<file path="config.mk">
export PLATFORM = sky130hd
export DESIGN_NAME = letter_frequency_ranker_top
export DESIGN_NICKNAME = d
export VERILOG_FILES = /design/src/lfr_pkg.sv /design/src/lfr_front.sv /design/src/lfr_queue.sv /design/src/lfr_div.sv /design/src/lfr_back.sv /design/src/letter_frequency_ranker_top.sv
export SDC_FILE = /design/constraint.sdc
export NUM_CORES = 1
export LEC_CHECK = 0
export ABC_AREA = 1
export BUFFER_PORTS_ARGS = -buffer_cell sky130_fd_sc_hd__buf_2
export CORE_MARGIN = 3
export CORE_UTILIZATION = 45
export DETAILED_ROUTE_END_ITERATION = 6
export PLACE_DENSITY = 0.69
export SLEW_MARGIN = 5
export SYNTH_ARGS = -nofsm -noshare
export SYNTH_HDL_FRONTEND = slang
export SYNTH_SLANG_ARGS = --single-unit
</file>
<file path="constraint.sdc">
create_clock -name clk -period 11.4 [get_ports clk]
set_input_delay 0.57 -clock clk [delete_from_list [all_inputs] [get_ports clk]]
set_output_delay 0.57 -clock clk [all_outputs]
set_load 0.01 [all_outputs]
</file>
<file path="src/lfr_pkg.sv">
// ----------------------------------------------------------------------------
// lfr_pkg
// Types and constants of the letter frequency ranker.
// ----------------------------------------------------------------------------
package lfr_pkg;

  localparam int NUM_LETTERS  = 26;
  localparam int LETTER_BITS  = 5;
  localparam int OUT_CNT_BITS = 16;
  localparam int PCT_BITS     = 14;
  localparam int QUEUE_DEPTH  = 4;

  localparam logic [LETTER_BITS-1:0] LAST_LETTER = 5'd25;
  localparam logic [PCT_BITS-1:0]    PCT_SCALE   = 14'd10000;

  // ASCII letter range limits
  localparam logic [7:0] CHAR_UPPER_A = 8'h41;
  localparam logic [7:0] CHAR_UPPER_Z = 8'h5A;
  localparam logic [7:0] CHAR_LOWER_A = 8'h61;
  localparam logic [7:0] CHAR_LOWER_Z = 8'h7A;

  typedef struct packed {
    logic [7:0] char_byte;
    logic       finish;
  } lfr_in_t;

  typedef struct packed {
    logic [LETTER_BITS-1:0]  letter;
    logic [OUT_CNT_BITS-1:0] count;
    logic [PCT_BITS-1:0]     percent_hundredths;
    logic                    last;
  } lfr_out_t;

  // Command passed from the front to the back through the queue
  typedef struct packed {
    logic                   is_finish;
    logic [LETTER_BITS-1:0] letter;
  } lfr_cmd_t;

endpackage

</file>
<file path="src/lfr_front.sv">
// ----------------------------------------------------------------------------
// lfr_front
// Accepts input transactions and classifies each byte: a letter or a finish
// becomes a queued command, any other byte is dropped here.
// ----------------------------------------------------------------------------
module lfr_front (
  input  logic              start,
  input  logic              q_full,
  input  lfr_pkg::lfr_in_t  in_item,
  output logic              push,
  output lfr_pkg::lfr_cmd_t push_cmd
);

  logic       is_upper;
  logic       is_lower;
  logic [7:0] upper_off;
  logic [7:0] lower_off;

  // Letter detection, case folded
  assign is_upper  = (in_item.char_byte >= lfr_pkg::CHAR_UPPER_A) &&
                     (in_item.char_byte <= lfr_pkg::CHAR_UPPER_Z);
  assign is_lower  = (in_item.char_byte >= lfr_pkg::CHAR_LOWER_A) &&
                     (in_item.char_byte <= lfr_pkg::CHAR_LOWER_Z);
  assign upper_off = in_item.char_byte - lfr_pkg::CHAR_UPPER_A;
  assign lower_off = in_item.char_byte - lfr_pkg::CHAR_LOWER_A;

  // Queue a command for letters and finish only
  assign push = start && !q_full && (in_item.finish || is_upper || is_lower);

  assign push_cmd.is_finish = in_item.finish;
  assign push_cmd.letter    = is_upper ? upper_off[lfr_pkg::LETTER_BITS-1:0]
                                       : lower_off[lfr_pkg::LETTER_BITS-1:0];

endmodule

</file>
<file path="src/lfr_queue.sv">
// ----------------------------------------------------------------------------
// lfr_queue
// Short command FIFO between the front and the back.
// ----------------------------------------------------------------------------
module lfr_queue #(
  parameter int DEPTH = 4
) (
  input  logic              clk,
  input  logic              rst_n,
  input  logic              push,
  input  lfr_pkg::lfr_cmd_t push_cmd,
  output logic              full,
  input  logic              pop,
  output logic              valid,
  output lfr_pkg::lfr_cmd_t pop_cmd
);

  localparam int PTR_BITS = $clog2(DEPTH);
  localparam int CNT_BITS = $clog2(DEPTH + 1);

  lfr_pkg::lfr_cmd_t   slot_r [DEPTH];
  logic [PTR_BITS-1:0] wr_ptr_r;
  logic [PTR_BITS-1:0] rd_ptr_r;
  logic [CNT_BITS-1:0] fill_r;

  assign full    = (fill_r == CNT_BITS'(DEPTH));
  assign valid   = (fill_r != '0);
  assign pop_cmd = slot_r[rd_ptr_r];

  // Storage
  always_ff @(posedge clk) begin
    if (push) begin
      slot_r[wr_ptr_r] <= push_cmd;
    end
  end

  // Pointers and fill level
  always_ff @(posedge clk) begin
    if (!rst_n) begin
      wr_ptr_r <= '0;
      rd_ptr_r <= '0;
      fill_r   <= '0;
    end else begin
      if (push) begin
        wr_ptr_r <= (wr_ptr_r == PTR_BITS'(DEPTH - 1)) ? '0 : wr_ptr_r + PTR_BITS'(1);
      end
      if (pop) begin
        rd_ptr_r <= (rd_ptr_r == PTR_BITS'(DEPTH - 1)) ? '0 : rd_ptr_r + PTR_BITS'(1);
      end
      if (push && !pop) begin
        fill_r <= fill_r + CNT_BITS'(1);
      end else if (pop && !push) begin
        fill_r <= fill_r - CNT_BITS'(1);
      end
    end
  end

endmodule

</file>
<file path="src/lfr_div.sv">
// ----------------------------------------------------------------------------
// lfr_div
// Restoring divider, one quotient bit per cycle. The caller guarantees the
// quotient fits in QUO_BITS.
// ----------------------------------------------------------------------------
module lfr_div #(
  parameter int NUM_BITS = 30,
  parameter int DEN_BITS = 16,
  parameter int QUO_BITS = 14
) (
  input  logic                clk,
  input  logic                rst_n,
  input  logic                start,
  input  logic [NUM_BITS-1:0] dividend,
  input  logic [DEN_BITS-1:0] divisor,
  output logic                done,
  output logic [QUO_BITS-1:0] quotient
);

  localparam int STEP_BITS = $clog2(QUO_BITS);

  logic [NUM_BITS-1:0]  rem_r;
  logic [NUM_BITS-1:0]  den_r;
  logic [QUO_BITS-1:0]  quo_r;
  logic [STEP_BITS-1:0] step_r;
  logic                 run_r;
  logic                 done_r;
  logic                 ge;

  assign ge       = (rem_r >= den_r);
  assign done     = done_r;
  assign quotient = quo_r;

  // Shift-subtract sequence, MSB of the quotient first
  always_ff @(posedge clk) begin
    if (!rst_n) begin
      run_r  <= 1'b0;
      done_r <= 1'b0;
    end else begin
      done_r <= 1'b0;
      if (start) begin
        rem_r  <= dividend;
        den_r  <= NUM_BITS'(divisor) << (QUO_BITS - 1);
        quo_r  <= '0;
        step_r <= STEP_BITS'(QUO_BITS - 1);
        run_r  <= 1'b1;
      end else if (run_r) begin
        if (ge) begin
          rem_r <= rem_r - den_r;
        end
        quo_r <= {quo_r[QUO_BITS-2:0], ge};
        den_r <= den_r >> 1;
        if (step_r == '0) begin
          run_r  <= 1'b0;
          done_r <= 1'b1;
        end else begin
          step_r <= step_r - STEP_BITS'(1);
        end
      end
    end
  end

endmodule

</file>
<file path="src/lfr_back.sv">
// ----------------------------------------------------------------------------
// lfr_back
// Holds the letter counters. Applies queued letter commands and, on finish,
// ranks the letters by repeated max scans and emits one result per scan.
// ----------------------------------------------------------------------------
module lfr_back #(
  parameter int COUNT_BITS = 16
) (
  input  logic              clk,
  input  logic              rst_n,
  input  logic              q_valid,
  input  lfr_pkg::lfr_cmd_t q_cmd,
  output logic              q_pop,
  output logic              out_valid,
  output lfr_pkg::lfr_out_t out_item
);

  localparam int PROD_BITS = COUNT_BITS + lfr_pkg::PCT_BITS;
  localparam int LB        = lfr_pkg::LETTER_BITS;
  localparam int NL        = lfr_pkg::NUM_LETTERS;

  typedef enum logic [1:0] {
    ST_IDLE,
    ST_SCAN,
    ST_MUL,
    ST_DIV
  } state_t;

  state_t                      state_r;
  logic [COUNT_BITS-1:0]       cnt_mem [NL];
  logic [NL-1:0]               cnt_vld_r;
  logic [COUNT_BITS-1:0]       total_r;
  logic [NL-1:0]               emitted_r;
  logic [LB-1:0]               scan_idx_r;
  logic [LB-1:0]               rank_r;
  logic                        best_ok_r;
  logic [LB-1:0]               best_idx_r;
  logic [COUNT_BITS-1:0]       best_cnt_r;
  logic [PROD_BITS-1:0]        prod_r;
  logic                        div_go_r;
  logic                        out_valid_r;
  lfr_pkg::lfr_out_t           out_item_r;

  logic [LB-1:0]               rd_idx;
  logic [COUNT_BITS-1:0]       rd_cnt;
  logic [COUNT_BITS-1:0]       inc_cnt;
  logic [COUNT_BITS-1:0]       total_inc;
  logic                        do_inc;
  logic                        take;
  logic                        div_done;
  logic [lfr_pkg::PCT_BITS-1:0] div_quo;
  logic [COUNT_BITS+lfr_pkg::OUT_CNT_BITS-1:0] cnt_ext;

  // Counter read port, shared by increment and scan
  assign rd_idx    = (state_r == ST_IDLE) ? q_cmd.letter : scan_idx_r;
  assign rd_cnt    = cnt_vld_r[rd_idx] ? cnt_mem[rd_idx] : '0;
  assign inc_cnt   = (rd_cnt == '1) ? rd_cnt : rd_cnt + COUNT_BITS'(1);
  assign total_inc = (total_r == '1) ? total_r : total_r + COUNT_BITS'(1);

  assign q_pop  = (state_r == ST_IDLE) && q_valid;
  assign do_inc = q_pop && !q_cmd.is_finish;

  // Strictly greater keeps the earlier letter on ties
  assign take = !emitted_r[scan_idx_r] && (!best_ok_r || (rd_cnt > best_cnt_r));

  assign cnt_ext   = {{lfr_pkg::OUT_CNT_BITS{1'b0}}, best_cnt_r};
  assign out_valid = out_valid_r;
  assign out_item  = out_item_r;

  // Share of total, count * 10000 / total
  lfr_div #(
    .NUM_BITS (PROD_BITS),
    .DEN_BITS (COUNT_BITS),
    .QUO_BITS (lfr_pkg::PCT_BITS)
  ) u_div (
    .clk      (clk),
    .rst_n    (rst_n),
    .start    (div_go_r),
    .dividend (prod_r),
    .divisor  (total_r),
    .done     (div_done),
    .quotient (div_quo)
  );

  // Counter storage
  always_ff @(posedge clk) begin
    if (do_inc) begin
      cnt_mem[q_cmd.letter] <= inc_cnt;
    end
  end

  // Sequencer
  always_ff @(posedge clk) begin
    if (!rst_n) begin
      state_r     <= ST_IDLE;
      cnt_vld_r   <= '0;
      total_r     <= '0;
      div_go_r    <= 1'b0;
      out_valid_r <= 1'b0;
    end else begin
      div_go_r    <= 1'b0;
      out_valid_r <= 1'b0;
      unique case (state_r)
        ST_IDLE: begin
          if (q_valid) begin
            if (q_cmd.is_finish) begin
              emitted_r  <= '0;
              rank_r     <= '0;
              scan_idx_r <= '0;
              best_ok_r  <= 1'b0;
              state_r    <= ST_SCAN;
            end else begin
              cnt_vld_r[q_cmd.letter] <= 1'b1;
              total_r                 <= total_inc;
            end
          end
        end
        ST_SCAN: begin
          if (take) begin
            best_ok_r  <= 1'b1;
            best_idx_r <= scan_idx_r;
            best_cnt_r <= rd_cnt;
          end
          if (scan_idx_r == lfr_pkg::LAST_LETTER) begin
            state_r <= ST_MUL;
          end else begin
            scan_idx_r <= scan_idx_r + LB'(1);
          end
        end
        ST_MUL: begin
          prod_r   <= PROD_BITS'(best_cnt_r) * PROD_BITS'(lfr_pkg::PCT_SCALE);
          div_go_r <= 1'b1;
          state_r  <= ST_DIV;
        end
        ST_DIV: begin
          if (div_done) begin
            out_valid_r                   <= 1'b1;
            out_item_r.letter             <= best_idx_r;
            out_item_r.count              <= cnt_ext[lfr_pkg::OUT_CNT_BITS-1:0];
            out_item_r.percent_hundredths <= (total_r == '0) ? '0 : div_quo;
            out_item_r.last               <= (rank_r == lfr_pkg::LAST_LETTER);
            emitted_r[best_idx_r]         <= 1'b1;
            if (rank_r == lfr_pkg::LAST_LETTER) begin
              // Table done: clear the histogram
              cnt_vld_r <= '0;
              total_r   <= '0;
              state_r   <= ST_IDLE;
            end else begin
              rank_r     <= rank_r + LB'(1);
              scan_idx_r <= '0;
              best_ok_r  <= 1'b0;
              state_r    <= ST_SCAN;
            end
          end
        end
        default: begin
          state_r <= ST_IDLE;
        end
      endcase
    end
  end

endmodule

</file>
<file path="src/letter_frequency_ranker_top.sv">
// ----------------------------------------------------------------------------
// letter_frequency_ranker_top: letter histogram emitted in descending order.
// Bytes: one per cycle while busy is low; a letter passes through the command queue
// before it reaches the counters. Finish: 26 results, one after another; each needs a
// letter scan, a multiply, a divider load, the divide steps and an output register.
// Sync active-low reset clears counters and queue; results cannot be stalled.
// ----------------------------------------------------------------------------
module letter_frequency_ranker_top #(
  parameter int COUNT_BITS = 16
) (
  input  logic              clk,
  input  logic              rst_n,
  input  logic              start,
  output logic              busy,
  input  lfr_pkg::lfr_in_t  in_item,
  output logic              out_valid,
  output lfr_pkg::lfr_out_t out_item
);

  logic              push;
  logic              q_full;
  logic              q_valid;
  logic              q_pop;
  lfr_pkg::lfr_cmd_t push_cmd;
  lfr_pkg::lfr_cmd_t q_cmd;

  assign busy = q_full;

  // Classify incoming bytes
  lfr_front u_front (
    .start    (start),
    .q_full   (q_full),
    .in_item  (in_item),
    .push     (push),
    .push_cmd (push_cmd)
  );

  // Decoupling queue
  lfr_queue #(
    .DEPTH (lfr_pkg::QUEUE_DEPTH)
  ) u_queue (
    .clk      (clk),
    .rst_n    (rst_n),
    .push     (push),
    .push_cmd (push_cmd),
    .full     (q_full),
    .pop      (q_pop),
    .valid    (q_valid),
    .pop_cmd  (q_cmd)
  );

  // Counters and ranking
  lfr_back #(
    .COUNT_BITS (COUNT_BITS)
  ) u_back (
    .clk       (clk),
    .rst_n     (rst_n),
    .q_valid   (q_valid),
    .q_cmd     (q_cmd),
    .q_pop     (q_pop),
    .out_valid (out_valid),
    .out_item  (out_item)
  );

endmodule

</file>
# After elaboration in Yosys (flattened, before gate mapping)

Memory sizes are Yosys's and may differ from the RTL's. A register that Yosys moved wholly into a read port is not among the register bits.
Cells that the tools add are included.

RAM bits: 440
Flip-flop bits (word level): 252
Output and inout bits: 38
Logic and storage cells: 195
Memories kept: 2

Memory list:

| name           | depth | bits a word | read ports | clocked after Yosys merged registers in | wr ports | line            | source |
|---|---|---|---|---|---|---|---|
| u_back.cnt_mem | 26    | 16          | 1          | 0                                       | 1        | lfr_back.sv:30  | `logic [COUNT_BITS-1:0] cnt_mem [NL];` |
| u_queue.slot_r | 4     | 6           | 1          | 1                                       | 1        | lfr_queue.sv:21 | `lfr_pkg::lfr_cmd_t slot_r [DEPTH];` |

Bitwise gates (word level): 4
$add $sub $neg: 12
Reductions and logical operators: 44
Magnitude comparators: 12
Equal/unequal tests: 21
$mul: 1
Multiplexer cells: 72

Operator list:

| kind                                                                                 | number |
|---|---|
| 26-bit 2-to-1 mux                                                                    | 7 |
| 16-bit 2-to-1 mux                                                                    | 7 |
| 26-bit one-hot mux with 2 select lines                                               | 2 |
| 30-bit 2-to-1 mux                                                                    | 3 |
| 29-bit 2-to-1 mux                                                                    | 2 |
| 26-bit bitwise OR                                                                    | 2 |
| 5-bit 2-to-1 mux                                                                     | 9 |
| 16-bit by 1-bit adder with 16-bit output (second input constant)                     | 2 |
| 16-bit == test (second input constant)                                               | 2 |
| 16-bit one-hot mux with 2 select lines                                               | 1 |
| 30-bit by 29-bit greater-or-equal comparator with 1-bit output                       | 1 |
| 30-bit by 29-bit subtractor with 30-bit output                                       | 1 |
| 16-bit by 10-bit multiplier with 26-bit output (second input constant)               | 1 |
| 5-bit by 6-bit less-than comparator with 1-bit output (second input constant)        | 4 |
| 1-bit 2-to-1 mux                                                                     | 20 |
| 8-bit by 7-bit greater-or-equal comparator with 1-bit output (second input constant) | 2 |
| 16-bit greater-than comparator                                                       | 1 |
| 8-bit by 7-bit less-or-equal comparator with 1-bit output (second input constant)    | 2 |
| 16-bit logical NOT                                                                   | 1 |
| 2-bit 2-to-1 mux                                                                     | 8 |
| 5-bit one-hot mux with 3 select lines                                                | 1 |
| 14-bit 2-to-1 mux                                                                    | 1 |
| 7-bit AND reduction                                                                  | 2 |
| 2-bit by 1-bit inequality test with 1-bit output (second input constant)             | 6 |
| other kinds (33)                                                                     | 78 |

# Longest topological paths before layout

Gate-level depths: netlist of run 1.

Depth in word-level cells: 10
Gate-level depth with buffers: 28
Gate-level depth less buffers: 24

# By module

From an unflattened synthesis of run 1, not the netlist that was laid out.

Cells, all modules: 3348
Area total of the unflattened synthesis: 34149.0 um^2

Modules (own cells, without submodules):

| module    | instances | cells an instance | area each (um^2) |
|---|---|---|---|
| lfr_back  | 1         | 2419              | 27032.2 |
| lfr_div   | 1         | 760               | 5497.8 |
| lfr_queue | 1         | 118               | 1360.1 |
| lfr_front | 1         | 51                | 259.0 |

# Worst setup path after synthesis of run 1

OpenSTA, ideal clock, no wires.

Path kind: register -> register
Start point: register u_back.state_r[0]
End point: register u_back.best_cnt_r[0] (enable)
Setup slack: 6.238 ns
Cell stages (with the launch flop): 29
Arrival: 4.737 ns
Path through: dfxtp_1 -> inv_1 -> ha_1 -> buf_4 -> inv_2 -> buf_4 -> nand2_1 -> nand2_2 -> buf_6 -> buf_4 -> buf_4 -> nand2_1 -> nand3_1 -> nand2_1 -> nor2_1 -> nand2_1 -> nand2_1 -> nand2_1 -> nand2_1 -> nor2_2 -> ha_1 -> inv_1 -> o21bai_1 -> a31oi_1 -> o221ai_1 -> nand2_1 -> a22o_1 -> a22o_1 -> nor3_1

Cells in the longest elaborated chain, start to end: 9
Elaborated cells on any way between the ends: 11

Ends and longest elaborated chain:

| element                                   | line            | source |
|---|---|---|
| start, declared                           | lfr_back.sv:29  | `state_t state_r;` |
| start signal, assigned                    | lfr_back.sv:95  | `state_r <= ST_IDLE;` |
| start signal, assigned                    | lfr_back.sv:111 | `state_r <= ST_SCAN;` |
| start signal, assigned                    | lfr_back.sv:125 | `state_r <= ST_MUL;` |
| 2-bit logical NOT *                       | lfr_back.sv:55  | `assign rd_idx = (state_r == ST_IDLE) ? q_cmd.letter : scan_idx_r;` |
| 5-bit 2-to-1 mux *                        | lfr_back.sv:55  |  |
| 1-bit binary-select mux with 5-bit select | lfr_back.sv:56  | `assign rd_cnt = cnt_vld_r[rd_idx] ? cnt_mem[rd_idx] : '0;` |
| 1-bit 2-to-1 mux (not written as such)    | lfr_back.sv:56  |  |
| 16-bit 2-to-1 mux *                       | lfr_back.sv:56  |  |
| named net u_back.rd_cnt[1]                | lfr_back.sv:45  | `logic [COUNT_BITS-1:0] rd_cnt;` |
| 16-bit greater-than comparator *          | lfr_back.sv:64  | `assign take = !emitted_r[scan_idx_r] && (!best_ok_r \|\| (rd_cnt > best_cnt_r));` |
| 1-bit logical OR *                        | lfr_back.sv:64  |  |
| 1-bit logical AND *                       | lfr_back.sv:64  |  |
| 3-bit AND reduction (no source line) *    | -               |  |
| end signal, assigned                      | lfr_back.sv:122 | `best_cnt_r <= rd_cnt;` |
| end, declared                             | lfr_back.sv:38  | `logic [COUNT_BITS-1:0] best_cnt_r;` |

Mark *: on every way through the listed nets, which the timed path passes. The rest lies on a longest branch. The select of a mux whose other input is x is not followed.
A chain may end at the register's enable or synchronous reset.

# Worst setup path in the final report of run 1

Start point: register u_back.state_r[0]
End point: memory u_back.cnt_mem[5][3], data pin

Cells in the longest elaborated chain, start to end: 7
Elaborated cells on any way between the ends: 9

Ends and longest elaborated chain:

| element                                                                           | line           | source |
|---|---|---|
| 2-bit logical NOT *                                                               | lfr_back.sv:55 |  |
| 5-bit 2-to-1 mux *                                                                | lfr_back.sv:55 |  |
| 1-bit binary-select mux with 5-bit select                                         | lfr_back.sv:56 |  |
| 1-bit 2-to-1 mux (not written as such)                                            | lfr_back.sv:56 |  |
| 16-bit 2-to-1 mux *                                                               | lfr_back.sv:56 |  |
| named net u_back.rd_cnt[1]                                                        | lfr_back.sv:45 |  |
| 16-bit by 1-bit adder with 16-bit output / 16-bit == test (equally long branches) | lfr_back.sv:57 | `assign inc_cnt = (rd_cnt == '1) ? rd_cnt : rd_cnt + COUNT_BITS'(1);` |
| 16-bit 2-to-1 mux *                                                               | lfr_back.sv:57 |  |
| named net u_back.inc_cnt[3]                                                       | lfr_back.sv:46 | `logic [COUNT_BITS-1:0] inc_cnt;` |
| end, declared                                                                     | lfr_back.sv:30 |  |

Marks and branches as above.

==> metrics.txt, run 1 <==
outcome complete, no violations; YS warnings 0; GRT overflow 0; Hold Vio Cnt, Final 0; Routed Antenna Nets 0; Clk Latency, worst-skew pair 0.63 ns; diode count 0; share of flip-flops with an asynchronous set or reset 0; #FFs+latches synth 694; share of layout cells above drive strength 1 0.0942; DRT iter0 DRCs 2,420; largest family of logic cells by synthesized area simple AND/OR/NAND/NOR gates; die height 282 microns; Fin Setup TNS 0 ns; critical path class flip-flop to flip-flop; Nets 3,585; Final Slew Violations 0; final period utilization 0.643; Synth Area in XOR/XNOR 0.00820; largest net degree at the start of global routing 139; vias per inst 5.43; row count 100; DR WL met3 5.70 mm; Global Route Usage Sum 0.208; min Tclk post-route 7.33 ns; Hold Crit Class primary input to flip-flop; DRC Markers 0; leading area contributor after synthesis edfxtp_1; fmax 136 MHz; Reg clk slew, reported paths 0.06 ns; vias in the first global route 23,000; Initial Util 0.457; Slew @ Worst Pin 1.28 ns; DP Wirelength 50.6 mm; wire length per cell 18.6 microns; CTS tree built; Num CTS Buffers 74; top post-synthesis cells by area edfxtp_1 56%, nand2_1 7.5%, nand3_1 6.3%; CTS root buf clkbuf_16; leakage 15.2 nW; simple-gate share of the synthesized area 0.198; EDFF count, synth 637; Die Span X 282 microns; endpoints failing setup 0; Post-CTS Hold Buffers 0; slew margin rel. 0.145; WL met2 38.8 mm; clk sinks 694; post_cts resized 0; RSZ-0062 raised after global routing no; mux contribution to synthesized area 0; met1 WL 34.5 mm; core area 74,800 sq um; # IOs 50; Fillers 6,683; via count 24,100; Adder-Cell Fraction of Synth Area 0.0719; Post-CTS Setup Repair Bufs 0; Synth top area share 0.560; final WL 82.2 mm; H-tree depth 3; GP Congestion 0.917; Max clock buf depth 3; CP max FO 138; die area 79,300 sq um; most used flip-flop cell after synthesis edfxtp_1; Cells after Synth 3,354; Startpoint Class flip-flop; I/O Buffers 49; synth cell count leaders 684 x nand2_1, 637 x edfxtp_1, 427 x inv_1, 427 x nand3_1, 259 x nor2_1; register area share after synthesis 0.593; final instance area 37,800 sq um; Placed Area 35,400 sq um; PD cells 320 nW/um^2; Max Used Layer met4; Compound-Gate Fraction of Synth Area 0.0576; Critical Path RT 11.61 ns; Netlist cell types 51; critical path capture point type flip-flop; skew final 0.0366 ns; syn_area_per_cell 10.2 sq um; Mapped Nets 3,540; flop2flop setup slack 4.07 ns; most numerous cell in the Yosys netlist nand2_1; VDD IR-drop max 0.279 mV; Pre-Repair DR Iteration Count 6; max-cap viol count 0; initial antenna violation count 0; area delta synth->final 10.8%; WP data arrival 7.54 ns; global-route wire length before repair 129 mm; Synth Cell Area 34,200 sq um
## registers in the layout (all words and copies together), names as in the netlist, 2 cells and up, named ones only
| register | cells |
|---|---|
| u_back.emitted_r | 26 |
| u_queue.slot_r | 24 |
| u_back.best_cnt_r | 16 |
| u_back.u_div.rem_r | 30 |
| u_back.prod_r | 26 |
| u_back.state_r | 2 |
| u_back.rank_r | 5 |
| u_back.u_div.den_r | 29 |
| u_back.out_item | 36 |
| u_back.cnt_vld_r | 26 |
| u_back.best_idx_r | 5 |
| u_back.cnt_mem | 416 |
| u_queue.wr_ptr_r | 2 |
| u_queue.fill_r | 3 |
| u_back.scan_idx_r | 5 |
| u_back.u_div.step_r | 4 |
| u_back.u_div.quotient | 14 |
| u_back.total_r | 16 |
| u_queue.rd_ptr_r | 2 |
## final timing paths
path,end,cells after the start,start
setup / recovery,u_back.cnt_mem[5][3]$_DFFE_PP_,21,u_back.state_r[0]$_SDFFE_PN0P_
hold / removal,u_queue.slot_r[0][5]$_DFFE_PP_,1,in_item[0]
hold reg to reg,u_back.cnt_vld_r[25]$_SDFFE_PN0P_,2,u_back.cnt_vld_r[25]$_SDFFE_PN0P_
setup reg to reg,u_back.cnt_mem[5][3]$_DFFE_PP_,21,u_back.state_r[0]$_SDFFE_PN0P_
## logic make-up (layout without fill, tap and decap cells)
logic type / after synthesis / after routing
simple gates: 1539 / 1539
flops: 694 / 694
fa+ha+maj: 174 / 174
xor+xnor: 32 / 32
buf+inv: 567 / 673
compound gates: 348 / 348
## cell usage in the layout (no fill, tap or decap), drive strengths merged, types with 57 or more instances in the layout
cell type  synthesis  routed
inv              440     445
ha               137     137
clkbuf            33      92
buf               93      95
nand2            703     703
edfxtp           637     637
a21oi            147     147
nor2             273     273
nand3            433     433
o21ai            110     110
dfxtp             57      57
## metal layers
metal	vias up	track usage
met1	11400	0.278
met3	201	0.0267
met2	922	0.347
met4	0	0.0801
li1	11500	-
met5	-	0
## final cells by class
| type | count | area, sq um | share of cell area |
|---|---|---|---|
| clock buffers | 92 | 1990 | 0.0526 |
| clock inverters | 45 | 448 | 0.0118 |
| well taps | 969 | 1210 | 0.0320 |
| flip-flops and latches | 694 | 20300 | 0.536 |
| multi-input cells | 2093 | 11700 | 0.309 |
| repair buffers | 95 | 591 | 0.0156 |
| inverters | 441 | 1660 | 0.0437 |
## where the power goes
group / leakage [nW] / total (mW) / switching [mW] / internal [mW]
Clock: 1.20 / 2.41 / 1.00 / 1.41
Combinational: 7.72 / 5.60 / 4.16 / 1.44
Sequential: 6.29 / 4.12 / 0.124 / 4.00
Total: 15.2 / 12.1 / 5.28 / 6.85
## critical path: stages, from the launching register on
cell,delay (ns)
dfxtp_1,0.40
inv_1,0.10
ha_1,0.35
inv_2,0.32
nand2_2,0.66
nand2_8,0.93
buf_4,0.89
nand2_1,0.10
nand3_1,0.11
nand3_1,0.10
nand2_1,0.10
nand2_1,0.06
nand3_1,0.16
nand2_4,0.19
nor2_2,0.31
ha_1,0.28
inv_1,0.09
nor2_2,0.15
nand2_2,0.12
nor2_4,0.20
nand2_4,0.16
nand3_1,0.91
## stage by stage
stage               setup slack [ns]  cells   util  hold WS [ns]  total power, mW
finish                          4.07   4429  0.506         0.212             12.1
CTS                             4.22   4429  0.506         0.181             12.1
floorplan                       6.24   3354      -         0.424             8.02
detailed placement              4.26   4292  0.473         0.446             9.68
global placement                4.38   4292  0.473         0.441             9.58
global route                    3.56   4429  0.506         0.205             12.9
Power figures use the tool's default switching activity.
==> run 2: changes to the inputs <==
Clock period 11.4 ns to 7.3 ns, I/O delays scaled along.
==> run 2 against run 1 <==
  * Non-clock buffer count is 18 higher
  * Setup slack lost 2.6 ns
  * Die area unchanged
  * Utilization increased by 0.26 points
  * Worst hold slack got worse by 0.11 ns
  * Clock skew fell by 0.0039 ns
  * Highest routed layer unchanged
  * Power is 60% higher
==> metrics.txt, run 2 (synthesized netlist as in run 1, its figures left out) <==
DRC Markers 0; Die Span X 282 microns; max-cap viol count 0; Final Slew Violations 0; Initial Util 0.457; CTS root buf clkbuf_16; # IOs 50; max reg flops 416; wire length per cell 19.0 microns; commonest non-fill, non-tap cell in the layout nand2_1; die height 282 microns; fmax 173 MHz; core area 74,800 sq um; I/O Buffers 49; Startpoint Class flip-flop; die area 79,300 sq um; initial antenna violation count 0; Placed Area 35,500 sq um; most flop-heavy register u_back.cnt_mem; PD cells 509 nW/um^2; Hold Vio Cnt, Final 0; slew margin rel. 0.156; DP Wirelength 54.1 mm; post_cts resized 0; Fin Setup TNS 0 ns; WP data arrival 6.04 ns; endpoints failing setup 0; area delta synth->final 11.4%; Clk Latency, worst-skew pair 0.65 ns; leakage 15.3 nW; Post-Place Worst Slack 1.74 ns; GRT overflow 0; CP max FO 50; critical path capture point type flip-flop; final worst slack 1.50 ns; DRT iter0 DRCs 2,438; Global Route Usage Sum 0.214; Hold Crit Class primary input to flip-flop; outcome complete, no violations; final period utilization 0.794; final instance area 38,000 sq um; skew final 0.0326 ns; VDD IR-drop max 0.524 mV; vias in the first global route 23,200; GP Congestion 0.916; commonest cells after routing, fill and taps aside 684 x nand2_1, 637 x edfxtp_1, 427 x nand3_1, 426 x inv_1, 257 x nor2_1; Pre-Repair DR Iteration Count 6; Num CTS Buffers 75; global-route wire length before repair 132 mm; Nets 3,604; largest net degree at the start of global routing 124; Reg clk slew, reported paths 0.06 ns; min Tclk post-route 5.80 ns; H-tree depth 3; CTS tree built; row count 100; critical path class flip-flop to flip-flop; clk sinks 694; vias per inst 5.46; RSZ-0062 raised after global routing no; Critical Path RT 7.54 ns; Slew @ Worst Pin 1.26 ns; share of layout cells above drive strength 1 0.0966; Routed Antenna Nets 0; final WL 84.4 mm; via count 24,300; Fillers 6,642; Max clock buf depth 3
run 2: changes by cell type in the layout (fill, tap and decap cells not counted), sizes merged:
cell | before | now
diode | 0 | 1
dlygate4sd3 | 0 | 1
buf | 95 | 112
clkbuf | 92 | 90
clkinv | 32 | 34
clkinvlp | 2 | 4
inv | 445 | 443
run 2: final timing paths:
| check | start | endpoint | slack, ns | cells after the start |
|---|---|---|---|---|
| worst max-delay path | u_back.state_r[1]$_SDFFE_PN0P_ | u_back.cnt_mem[6][10]$_DFFE_PP_ | 1.50 | 21 |
| worst min-delay path | rst_n | u_queue.wr_ptr_r[1]$_SDFFE_PN0P_ | 0.10 | 3 |
| worst max register to register | u_back.state_r[1]$_SDFFE_PN0P_ | u_back.cnt_mem[6][10]$_DFFE_PP_ | 1.50 | 21 |
| worst min register to register | u_back.cnt_vld_r[0]$_SDFFE_PN0P_ | u_back.cnt_vld_r[0]$_SDFFE_PN0P_ | 0.46 | 2 |
run 2: where the power goes:
group / switching [mW] / internal (mW) / total, mW
Clock: 1.64 / 2.18 / 3.82
Combinational: 6.79 / 2.37 / 9.16
Sequential: 0.189 / 6.20 / 6.38
Total: 8.61 / 10.8 / 19.4
run 2: timing repair:
item | 4_1_cts | 5_1_grt
buffers inserted | 0 | 0
endpoints found under the hold margin | 4 | 0
setup endpoints to repair | 0 | 0
hold buffers | 1 | 0
run 2: stage by stage:
| stage | hold slack, ns | total power, mW | utilization | instances |
|---|---|---|---|---|
| global placement | 0.438 | 15.4 | 0.475 | 4309 |
| finish | 0.101 | 19.4 | 0.508 | 4448 |
| global route | 0.0991 | 20.6 | 0.508 | 4447 |
| floorplan | 0.424 | 12.5 | - | 3354 |
| CTS | 0.0684 | 19.3 | 0.508 | 4447 |
| detailed placement | 0.445 | 15.5 | 0.475 | 4309 |
run 2: cell type report:
cell class | instances | area (sq um) | share of cell area
antenna | 1 | 2.50 | 0.0000658
clock inverter | 47 | 541 | 0.0142
sequential | 694 | 20300 | 0.533
timing repair buffer | 113 | 728 | 0.0191
multi-input combinational | 2093 | 11700 | 0.307
tap | 969 | 1210 | 0.0319
clock buffer | 90 | 1940 | 0.0511
inverter | 441 | 1660 | 0.0435
run 2: critical path: stages (launching register included):
cell	delay (ns)
dfxtp_1	0.33
inv_1	0.13
ha_1	0.44
inv_2	0.26
nand2_1	0.17
nand2_4	0.41
nor2_4	0.84
nand3_1	0.14
nand2_1	0.10
nor2_1	0.06
nand2_1	0.06
nand2_1	0.05
nand2_1	0.06
nand2_1	0.12
nor2_2	0.25
ha_1	0.27
inv_1	0.09
nor2_2	0.14
nand2_2	0.11
nor2_4	0.21
nand2_4	0.17
nand3_1	0.89
run 2: layer usage:
metal / part of all wire / global-route usage / up-vias
li1: - / - / 11500
met1: 0.42 / 0.292 / 11600
met2: 0.46 / 0.345 / 983
met3: 0.080 / 0.0368 / 181
met4: 0.036 / 0.0773 / 0
met5: 0 / 0 / -
